`config.mk`:
```
export PLATFORM = sky130hd
export DESIGN_NAME = btic_ctrl
export DESIGN_NICKNAME = d
export VERILOG_FILES = /design/src/rtl/btic_pkg.sv /design/src/rtl/btic_ctrl.sv
export SDC_FILE = /design/constraint.sdc
export NUM_CORES = 1
export LEC_CHECK = 0
export BUFFER_PORTS_ARGS = -buffer_cell sky130_fd_sc_hd__buf_4
export CAP_MARGIN = 20
export CORE_AREA = 5 5 42 44
export DETAILED_ROUTE_END_ITERATION = 10
export DIE_AREA = 0 0 47 49
export SLEW_MARGIN = 20
export SYNTH_ARGS = -nofsm -noshare
export SYNTH_HDL_FRONTEND = slang
export SYNTH_SLANG_ARGS = --single-unit
```
`constraint.sdc`:
```
create_clock -name clk -period 1.25 [get_ports clk]
set_clock_uncertainty 0.15 [all_clocks]
set_input_delay 0.25 -clock clk [delete_from_list [all_inputs] [get_ports clk]]
set_output_delay 0.25 -clock clk [all_outputs]
set_load 0.02 [all_outputs]
```
`src/rtl/btic_pkg.sv`:
```
// shared types, constants and codes of the bounded tape interpreter
package btic_pkg;

    // default sizes handed to the top level parameters
    localparam int TAPE_CELLS_DEF    = 256;
    localparam int PROGRAM_DEPTH_DEF = 1024;

    // fixed field widths
    localparam int REQ_W    = 2;
    localparam int SYM_W    = 8;
    localparam int INVAL_W  = 16;
    localparam int STATUS_W = 4;
    localparam int PC_OUT_W = 11;

    // largest value a tape cell holds
    localparam logic [SYM_W-1:0] CELL_MAX = 8'hFF;

    // program symbols
    localparam logic [SYM_W-1:0] SYM_RIGHT = 8'h3E;  // '>'
    localparam logic [SYM_W-1:0] SYM_LEFT  = 8'h3C;  // '<'
    localparam logic [SYM_W-1:0] SYM_INC   = 8'h2B;  // '+'
    localparam logic [SYM_W-1:0] SYM_DEC   = 8'h2D;  // '-'
    localparam logic [SYM_W-1:0] SYM_PUT   = 8'h2E;  // '.'
    localparam logic [SYM_W-1:0] SYM_GET   = 8'h2C;  // ','
    localparam logic [SYM_W-1:0] SYM_OPEN  = 8'h5B;  // '['
    localparam logic [SYM_W-1:0] SYM_CLOSE = 8'h5D;  // ']'

    // request codes
    typedef enum logic [REQ_W-1:0] {
        REQ_LOAD    = 2'd0,
        REQ_STEP    = 2'd1,
        REQ_RESTART = 2'd2,
        REQ_ERASE   = 2'd3
    } req_t;

    // answer codes
    typedef enum logic [STATUS_W-1:0] {
        ST_OK      = 4'd0,
        ST_ENDED   = 4'd1,
        ST_BRACKET = 4'd2,
        ST_ABOVE   = 4'd3,
        ST_BELOW   = 4'd4,
        ST_OVER    = 4'd5,
        ST_UNDER   = 4'd6,
        ST_BADIN   = 4'd7,
        ST_FULL    = 4'd8,
        ST_LATCHED = 4'd9
    } status_t;

    // datapath operation issued by the controller each cycle
    typedef enum logic [2:0] {
        OP_IDLE,
        OP_CAPTURE,
        OP_DISPATCH,
        OP_EXEC,
        OP_SCAN_ADDR,
        OP_SCAN_TEST,
        OP_PUBLISH,
        OP_CLEAR
    } dp_op_t;

    // controller states
    typedef enum logic [2:0] {
        S_CLEAR,
        S_IDLE,
        S_DISPATCH,
        S_EXEC,
        S_SCAN_ADDR,
        S_SCAN_TEST,
        S_FINISH
    } ctrl_state_t;

    // datapath status seen by the controller
    typedef struct packed {
        req_t req;
        logic pre_stop;
        logic need_scan;
        logic scan_end;
        logic scan_hit;
        logic clear_last;
        logic res_free;
    } dp_status_t;

endpackage

```
`src/rtl/btic_ctrl.sv`:
```
// sequencing state machine of the bounded tape interpreter
module btic_ctrl (
    input  logic                   clk,
    input  logic                   rst_n,
    input  logic                   in_valid,
    output logic                   in_stall,
    output btic_pkg::dp_op_t       op,
    input  btic_pkg::dp_status_t   stat
);

    import btic_pkg::*;

    ctrl_state_t state_reg;
    ctrl_state_t state_next;

    // state register, reset starts with a tape clearing pass
    always_ff @(posedge clk or negedge rst_n)
    begin
        if (!rst_n)
        begin
            state_reg <= S_CLEAR;
        end
        else
        begin
            state_reg <= state_next;
        end
    end

    // next state and datapath operation
    always_comb
    begin
        state_next = state_reg;
        op         = OP_IDLE;
        unique case (state_reg)
            S_CLEAR:
            begin
                op = OP_CLEAR;
                if (stat.clear_last)
                begin
                    state_next = S_IDLE;
                end
            end
            S_IDLE:
            begin
                if (in_valid)
                begin
                    op         = OP_CAPTURE;
                    state_next = S_DISPATCH;
                end
            end
            S_DISPATCH:
            begin
                op = OP_DISPATCH;
                if (stat.req == REQ_STEP && !stat.pre_stop)
                begin
                    state_next = S_EXEC;
                end
                else
                begin
                    state_next = S_FINISH;
                end
            end
            S_EXEC:
            begin
                op         = OP_EXEC;
                state_next = stat.need_scan ? S_SCAN_ADDR : S_FINISH;
            end
            S_SCAN_ADDR:
            begin
                op         = OP_SCAN_ADDR;
                state_next = stat.scan_end ? S_FINISH : S_SCAN_TEST;
            end
            S_SCAN_TEST:
            begin
                op         = OP_SCAN_TEST;
                state_next = stat.scan_hit ? S_FINISH : S_SCAN_ADDR;
            end
            S_FINISH:
            begin
                if (stat.res_free)
                begin
                    op         = OP_PUBLISH;
                    state_next = (stat.req == REQ_RESTART) ? S_CLEAR : S_IDLE;
                end
            end
            default:
            begin
                state_next = S_IDLE;
            end
        endcase
    end

    assign in_stall = (state_reg != S_IDLE);

endmodule

```
==> impl_metrics.csv, run 1 <==
group,metric,value,unit
setup_path,critPathBufInv,1,
routing,drtPass1Iterations,4,
cells_and_area,largest_register_ff_count,3,
die,die_height,49,um
cells_and_area,nNetsFinal,84,
die,fp-row-count,14,
setup_path,required,850,ps
setup_path,cpPeakStageDelay,450,ps
synthesis,yosys_warnings,0,
sta,rsz0062_at_grt,"true",
clocking,path_clk_slew,40,ps
setup_path,critPathCaptureType,"output pin",
sta,period_needed,1650,ps
grt,grt_max_degree,8,
routing,avgViaCountPerCell,5.10,
place,place_hpwl,748,um
sta,fmax,607,MHz
place,place_congestion,0.782,
clocking,insertion_delay,240,ps
sta,report.final.hold_viol_count,0,
cells_and_area,area_delta_synth_final,118,%
place,io_buffers,14,
die,initial_utilization,22.1,%
grt,grt_usage,12.6,%
clocking,h-tree-depth,1,
power,power.density,2860,nW/um^2
sta,slew_headroom,84.3,%
routing,wl_per_cell,13.5,um
cells_and_area,final_common_cell,"buf_4",
sta,finalSetupTns,-2110,ps
die,dieArea,2300,sq um
run,cap_violations,0,
cells_and_area,seq_area,78.8,sq um
die,ios,15,
setup_path,crit_family,"flip-flops",
sta,setup_viol,6,
routing,drt_iter0_markers,13,
cells_and_area,most-common-layout-cells,"buf_4, buf_6, clkbuf_4, dfrtp_2",
clocking,cts_buffers,3,
synthesis,synth-seq-area-share,24.3,%
routing,wirelength,1.19,mm
clocking,cts_tree,"done",
setup_path,worstSetupPathType,"flip-flop to output pin",
sta,tightestPinTransition,235,ps
grt,antenna_found_initial,0,
cells_and_area,n_antenna_cell,0,
clocking,cts_root_buf,"clkbuf_4",
setup_path,cp.arrival,1250,ps
grt,grt_pass1_wl,2.04,mm
status,status,"finished with violations",
synthesis,syn-cell-area,309,sq um
power,total_power,1920,uW
synthesis,ys_types,24,
setup_path,path_max_fanout,6,
setup_path,slowest_stage,"dfrtp_2",
routing,drc,0,
grt,grt_overflow,0,
setup_path,startpoint_type,"flip-flop",
grt,grt_pass1_vias,483,
cells_and_area,multi_input_area,254,sq um
die,chipWidth,47,um
cells_and_area,nFillCells,136,
routing,ant_nets,0,
status,violations,"negative setup slack",
cells_and_area,drive_above_1_share,70.8,%
sta,fin_crit_sh,132,%
synthesis,postSynthCellCount,39,
die,core_area,1400,sq um
setup_path,path_cells,"nor2_4 > o21ai_2 > o21ba_4 > buf_6",
routing,vias,449,
clocking,clock_tree.buffer_depth,2,
synthesis,synth_nets,50,
synthesis,synth.avg_cell_area,7.92,sq um
power,power_leakage,0.000307,uW
sta,slew_violations,0,
sta,worst_slack,-398,ps
hold_path,hold_class,"input pin to async pin",
place,pre_cts_slack,-207,ps
clocking,clkSinkCount,3,
power,ir_worst_vdd,0.00136,V
synthesis,synth-seq-cells,3,
-- power by group --
part           total (uW)  leakage, uW  switching (uW)  internal, uW
Combinational        1470     0.000260             611           857
Sequential            284    0.0000320             125           160
Clock                 171    0.0000150            51.8           120
-- final timing paths --
| check | startpoint | end | slack, ps | cells after the start |
|---|---|---|---|---|
| max | state_reg[2]$_DFFE_PN0P_ | op[0] | -400 | 4 |
| min | rst_n | state_reg[1]$_DFFE_PN0P_ | 190 | 2 |
| max reg2reg | state_reg[2]$_DFFE_PN0P_ | state_reg[0]$_DFFE_PN0P_ | -380 | 8 |
| min reg2reg | state_reg[0]$_DFFE_PN0P_ | state_reg[0]$_DFFE_PN0P_ | 610 | 3 |
| max in group asynchronous | rst_n | state_reg[0]$_DFFE_PN0P_ | 650 | 2 |
| min in group clk | stat[5] | state_reg[0]$_DFFE_PN0P_ | 200 | 4 |
-- kinds of logic (layout without fill, tap and decap cells) --
group | after synthesis | after routing | share of synthesized area, %
buffers and inverters | 6 | 39 | 10.5
AO/OA/AOI/OAI | 16 | 16 | 35.6
flip-flops | 3 | 3 | 24.3
AND/OR/NAND/NOR | 14 | 14 | 29.6
-- final cells by class --
cell class | count | share of cell area (%)
Tap cell | 16 | 2.97
Multi-Input combinational cell | 30 | 37.7
Timing Repair Buffer | 32 | 41.6
Inverter | 3 | 2.04
Sequential cell | 3 | 11.7
Clock buffer | 4 | 3.90
-- timing repair --
action / in CTS / in global routing
gates resized for setup: 20 / 1
hold buffers: 1 / 0
buffers inserted: 7 / 0
setup endpoints to repair: 7 / 7
hold endpoints to repair: 3 / 0
pin swaps: 6 / 1
-- per-stage QoR --
step,instances,utilization [%],hold slack [ps],instance area (sq um)
2_1_floorplan,39,-,-196,355
3_3_place_gp,76,37.2,-108,522
3_5_place_dp,76,37.2,-103,522
4_1_cts,88,48.0,189,673
5_1_grt,88,48.0,214,673
6_report,88,48.0,194,673
-- per-layer routing --
metal | vias up | GRT usage [%] | share of wire (%)
met1 | 205 | 13.4 | 39
met4 | 0 | 10.6 | 3.9
met3 | 7 | 3.32 | 8.3
met5 | - | 0 | 0
li1 | 207 | - | -
met2 | 30 | 19.5 | 48
-- synthesized netlist by cell type --
master	instances	share of area [%]
and2_0	1	2.0
o21ba_2	1	3.2
or3_1	1	2.0
inv_1	3	3.6
o22ai_1	2	4.0
nor2b_1	1	2.0
o21ai_0	4	6.5
a32oi_1	1	2.8
nor4b_4	1	7.7
o2111ai_1	1	2.8
a21oi_1	3	4.9
buf_6	1	3.6
a211o_2	1	3.2
a22oi_1	1	2.4
a32o_1	1	3.2
nand2b_2	1	2.8
buf_2	2	3.2
nor2_1	2	2.4
dfrtp_1	3	24
and2_1	1	2.0
nand3_1	1	1.6
nand2b_1	1	2.0
o21a_1	1	2.4
nand2_1	4	4.9
Note: power is estimated with default switching activity, not from simulation.
==> run 2, diff against run 1 <==
GPL_TIMING_DRIVEN = 0   (was unset)
==> impl_metrics.csv, run 2 (synthesized netlist as in run 1, its figures left out) <==
group,metric,value,unit
status,status,"finished with violations",
status,violations,"negative setup slack",
setup_path,cp.arrival,1300,ps
cells_and_area,n_antenna_cell,0,
sta,finalSetupTns,-2180,ps
routing,wl_met3,82,um
sta,setup_viol,7,
grt,grt_pass1_wl,1.59,mm
clocking,cts_tree,"done",
sta,period_needed,1700,ps
clocking,cts_root_buf,"clkbuf_4",
routing,wirelength,1.05,mm
grt,grt_usage,9.58,%
routing,vias,401,
die,ios,15,
run,cap_violations,0,
power,power.switching,756,uW
power,power_leakage,0.000305,uW
sta,rsz0062_at_grt,"true",
die,fp-row-count,14,
clocking,cts_buffers,3,
setup_path,required,850,ps
routing,drt_iter0_markers,10,
setup_path,path_max_fanout,7,
clocking,h-tree-depth,1,
die,die_height,49,um
cells_and_area,nFillCells,142,
clocking,path_clk_slew,40,ps
die,initial_utilization,22.1,%
place,place_hpwl,622,um
grt,grt_overflow,0,
place,place_congestion,0.772,
sta,report.final.hold_viol_count,0,
sta,worst_slack,-453,ps
setup_path,worstSetupPathType,"flip-flop to output pin",
die,dieArea,2300,sq um
routing,drtPass1Iterations,4,
die,core_area,1400,sq um
power,power_frac_comb,80.9,%
routing,ant_nets,0,
grt,grt_pass1_vias,393,
cells_and_area,drive_above_1_share,64.3,%
sta,slew_violations,0,
cells_and_area,finalInstanceArea,653,sq um
hold_path,hold_class,"input pin to flip-flop",
grt,grt_max_degree,11,
cells_and_area,largest_register_ff_count,3,
cells_and_area,area_delta_synth_final,111,%
sta,tightestPinTransition,215,ps
cells_and_area,most-common-layout-cells,"buf_4, buf_6, nand2_1, clkbuf_4, dfrtp_1",
routing,routed.top_layer,"met3",
routing,wl_per_cell,12.2,um
sta,slew_headroom,85.6,%
place,io_buffers,14,
sta,fmax,587,MHz
setup_path,critPathCaptureType,"output pin",
routing,avgViaCountPerCell,4.66,
die,chipWidth,47,um
grt,antenna_found_initial,0,
routing,dr_wl_met2,526,um
routing,drc,0,
power,power.density,2870,nW/um^2
clocking,clkSinkCount,3,
routing,wl_met1,436,um
power,seq_power_share,9.8,%
cells_and_area,nNetsFinal,82,
power,power_frac_clock,9.3,%
power,sw_frac_of_total,40.3,%
clocking,clock_tree.buffer_depth,2,
power,p_int,1120,uW
power,total_power,1870,uW
power,ir_worst_vdd,0.00151,V
sta,fin_crit_sh,136,%
place,placed_cell_area,480,sq um
setup_path,startpoint_type,"flip-flop",
cells_and_area,final_common_cell,"buf_4",
clocking,insertion_delay,240,ps
-- run 2: cell types whose count changed in the layout (fill, tap and decap cells not counted), sizes merged --
| cell | change |
|---|---|
| buf | -2 |
-- run 2: final timing paths --
check / startpoint / endpoint / slack [ps] / cells past startpoint
min in group asynchronous: rst_n / state_reg[1]$_DFFE_PN0P_ / 200 / 2
worst min-delay path: stat[5] / state_reg[0]$_DFFE_PN0P_ / 190 / 4
worst max register to register: state_reg[1]$_DFFE_PN0P_ / state_reg[1]$_DFFE_PN0P_ / -290 / 5
worst min register to register: state_reg[2]$_DFFE_PN0P_ / state_reg[0]$_DFFE_PN0P_ / 580 / 3
max in group asynchronous: rst_n / state_reg[2]$_DFFE_PN0P_ / 650 / 2
worst max-delay path: state_reg[1]$_DFFE_PN0P_ / op[2] / -450 / 5
-- run 2: stage by stage --
step | setup WS, ps | hold WS [ps] | instances | util, %
finish | -453 | 190 | 86 | 46.6
global placement | -233 | -111 | 69 | 34.3
detailed placement | -226 | -110 | 69 | 34.3
floorplan | -93.5 | -196 | 39 | -
global route | -501 | 206 | 86 | 46.6
CTS | -471 | 188 | 84 | 44.4
-- run 2: timing repair --
item	in CTS	in global routing
endpoints found under the hold margin	3	0
setup endpoints to repair	7	7
pin swaps	9	7
gates resized for setup	10	4
hold buffers	1	0
setup buffers	10	2
-- run 2: power by group through the flow --
stage,combinational (uW),clock [uW],sequential (uW)
floorplan,790,0,176
global placement,1040,0,183
global route,1620,187,188
finish,1520,174,183
CTS,1410,176,182
detailed placement,1040,0,182
-- run 2: routing by layer --
| layer | track usage (%) | vias to the layer above |
|---|---|---|
| met4 | 6.91 | 0 |
| met2 | 12.4 | 17 |
| li1 | - | 205 |
| met3 | 1.85 | 0 |
| met1 | 13.4 | 179 |
| met5 | 0 | - |
-- run 2: layout make-up --
| cell class | instances | area, sq um | share of cell area, % |
|---|---|---|---|
| tap | 16 | 20.0 | 3.07 |
| clock buffer | 4 | 26.3 | 4.02 |
| timing repair buffer | 27 | 231 | 35.4 |
| inverter | 3 | 11.3 | 1.72 |
| sequential | 3 | 75.1 | 11.5 |
| multi-input combinational | 30 | 255 | 39.1 |
| buffer | 3 | 33.8 | 5.17 |
-- run 2: worst max-delay path: stages, from the launching register on --
cell     delay (ps)
dfrtp_1         400
buf_6           150
buf_4           140
buf_6           100
o22ai_2         140
buf_6           140
==> run 3, diff against run 2 <==
ABC_AREA = 1   (was unset)
MAX_ROUTING_LAYER = met4   (was unset)
==> impl_metrics.csv, run 3 <==
group,metric,value,unit
status,status,"finished with violations",
status,violations,"negative setup slack",
grt,grt_usage,8.82,%
hold_path,hold_class,"input pin to flip-flop",
routing,wirelength,892,um
clocking,insertion_delay,240,ps
sta,fmax,610,MHz
place,place_inst,80,
die,die_height,49,um
setup_path,cp.arrival,1240,ps
die,dieArea,2300,sq um
synthesis,syn-cell-area,285,sq um
hold_path,hp-start,"stat[5]",
synthesis,synth-seq-cells,3,
sta,report.final.hold_viol_count,0,
synthesis,synth-seq-area-share,26.3,%
cells_and_area,n_antenna_cell,0,
hold_path,holdPathStages,3,
synthesis,yosys_warnings,0,
cells_and_area,final_common_cell,"buf_4",
routing,drc,0,
routing,ant_nets,0,
sta,tightestPinTransition,161,ps
setup_path,required,850,ps
cells_and_area,most-common-layout-cells,"buf_4, nand2_1, nor2_1, inv_1",
routing,wl_per_cell,9.91,um
die,fp-row-count,14,
routing,vias,410,
power,ir_worst_vdd,0.00107,V
routing,drt_iter0_markers,7,
cells_and_area,largest_register_ff_count,3,
synthesis,synth_nets,61,
sta,slew_violations,0,
setup_path,r2r_slack,-220,ps
cells_and_area,drive_above_1_share,50.0,%
die,chipWidth,47,um
grt,grt_pass1_wl,1.44,mm
cells_and_area,nNetsFinal,86,
clocking,cts_buffers,3,
synthesis,yosys.area.top_type_share,26.3,%
setup_path,r2r_end,"state_reg[1]$_DFFE_PN0P_",
place,place_hpwl,645,um
setup_path,rr_worst_depth,10,
setup_path,rr_startpoint,"state_reg[0]$_DFFE_PN0P_",
run,cap_violations,0,
sta,finalSetupTns,-1890,ps
cells_and_area,area_delta_synth_final,91.2,%
synthesis,synth.area.top_cells,"dfrtp_1, nand2_1, nor2_1, inv_1, nand4_1",
setup_path,worstSetupPathType,"flip-flop to output pin",
hold_path,hold_path_end,"state_reg[2]$_DFFE_PN0P_",
sta,fin_crit_sh,131,%
sta,period_needed,1640,ps
die,initial_utilization,20.4,%
sta,holdWs,182,ps
grt,antenna_found_initial,0,
synthesis,async_reset_ff_share,100,%
synthesis,postSynthCellCount,50,
sta,worst_slack,-390,ps
power,total_power,1510,uW
synthesis,synth_top_area_cell,"dfrtp_1",
die,ios,15,
sta,setup_viol,7,
synthesis,synth.most_common_cell,"nand2_1",
synthesis,synth_commonest_cells,"nand2_1, nor2_1, inv_1",
sta,rsz0062_at_grt,"true",
setup_path,path_max_fanout,4,
cells_and_area,nFillCells,156,
power,power_leakage,0.000285,uW
routing,avgViaCountPerCell,4.56,
setup_path,critPathCaptureType,"output pin",
cells_and_area,final_cells,90,
place,place_congestion,0.743,
clocking,path_clk_slew,40,ps
setup_path,startpoint_type,"flip-flop",
synthesis,synth_edf_count,0,
clocking,clkSinkCount,3,
sta,slew_headroom,89.2,%
clocking,clock_tree.buffer_depth,2,
grt,grt_overflow,0,
power,power.density,2770,nW/um^2
clocking,h-tree-depth,1,
synthesis,ys.flop_type,"dfrtp_1",
synthesis,ys_types,12,
setup_path,cp-startpoint,"state_reg[0]$_DFFE_PN0P_",
routing,drtPass1Iterations,4,
clocking,cts_root_buf,"clkbuf_4",
grt,grt_pass1_vias,360,
die,core_area,1400,sq um
grt,grt_max_degree,9,
synthesis,synth.avg_cell_area,5.71,sq um
cells_and_area,finish.utilization,38.9,%
clocking,cts_tree,"done",
place,io_buffers,14,
run 3: cell count changes after synthesis, moves of 3 or more:
cell,change
nand3_1,+3
nand4_1,+4
nand2_1,+8
inv_1,+5
nor2_1,+8
run 3: worst max path at each step:
stage | to | slack, ps | cells past startpoint
floorplan | op[0] | -80 | 5
global placement | op[0] | -230 | 7
detailed placement | op[0] | -220 | 7
CTS | op[0] | -380 | 7
global route | op[2] | -470 | 5
finish | op[0] | -390 | 7
run 3: metrics by stage:
stage	worst slack (ps)	area (sq um)
detailed placement	-224	419
finish	-390	546
global placement	-231	419
global route	-474	546
CTS	-376	527
floorplan	-76.1	294
run 3: cell families after synthesis:
logic type / after synthesis / synth area share, %
compound gates: 6 / 11.4
flops: 3 / 26.3
buf+inv: 8 / 10.5
simple gates: 33 / 51.8
run 3: timing repair:
item,CTS,global route
hold buffers,1,0
hold endpoints to repair,3,0
buffers inserted,4,1
endpoints found under the setup margin,7,7
resized for setup,11,3
pin swaps,4,4
run 3: per-layer routing:
metal	up-vias	global-route usage (%)	part of all wire, %
li1	213	-	-
met1	185	10.2	39
met2	12	12.7	53
met3	0	4.06	8.1
met4	0	4.15	0
met5	-	-	0
run 3: power breakdown:
part           internal [uW]  switching [uW]  leakage, uW  total (uW)
Clock                    120            55.9    0.0000150         176
Combinational            510             573     0.000236        1080
Sequential               156            96.0    0.0000346         252
Total                    786             724     0.000285        1510
run 3: cell type report:
| type | count | area (sq um) | share of cell area (%) |
|---|---|---|---|
| inverters | 8 | 30.0 | 5.50 |
| repair buffers | 20 | 176 | 32.3 |
| flip-flops and latches | 3 | 77.6 | 14.2 |
| well taps | 16 | 20.0 | 3.67 |
| clock buffers | 4 | 26.3 | 4.82 |
| multi-input cells | 39 | 215 | 39.4 |
run 3: worst max-delay path: stages, from the launching register on:
cell and delay, ps:
dfrtp_1 410, inv_2 100, nor2_4 50, nand2_2 70, o21ai_2 60, a21oi_2 110
nand2_2 60, buf_6 130
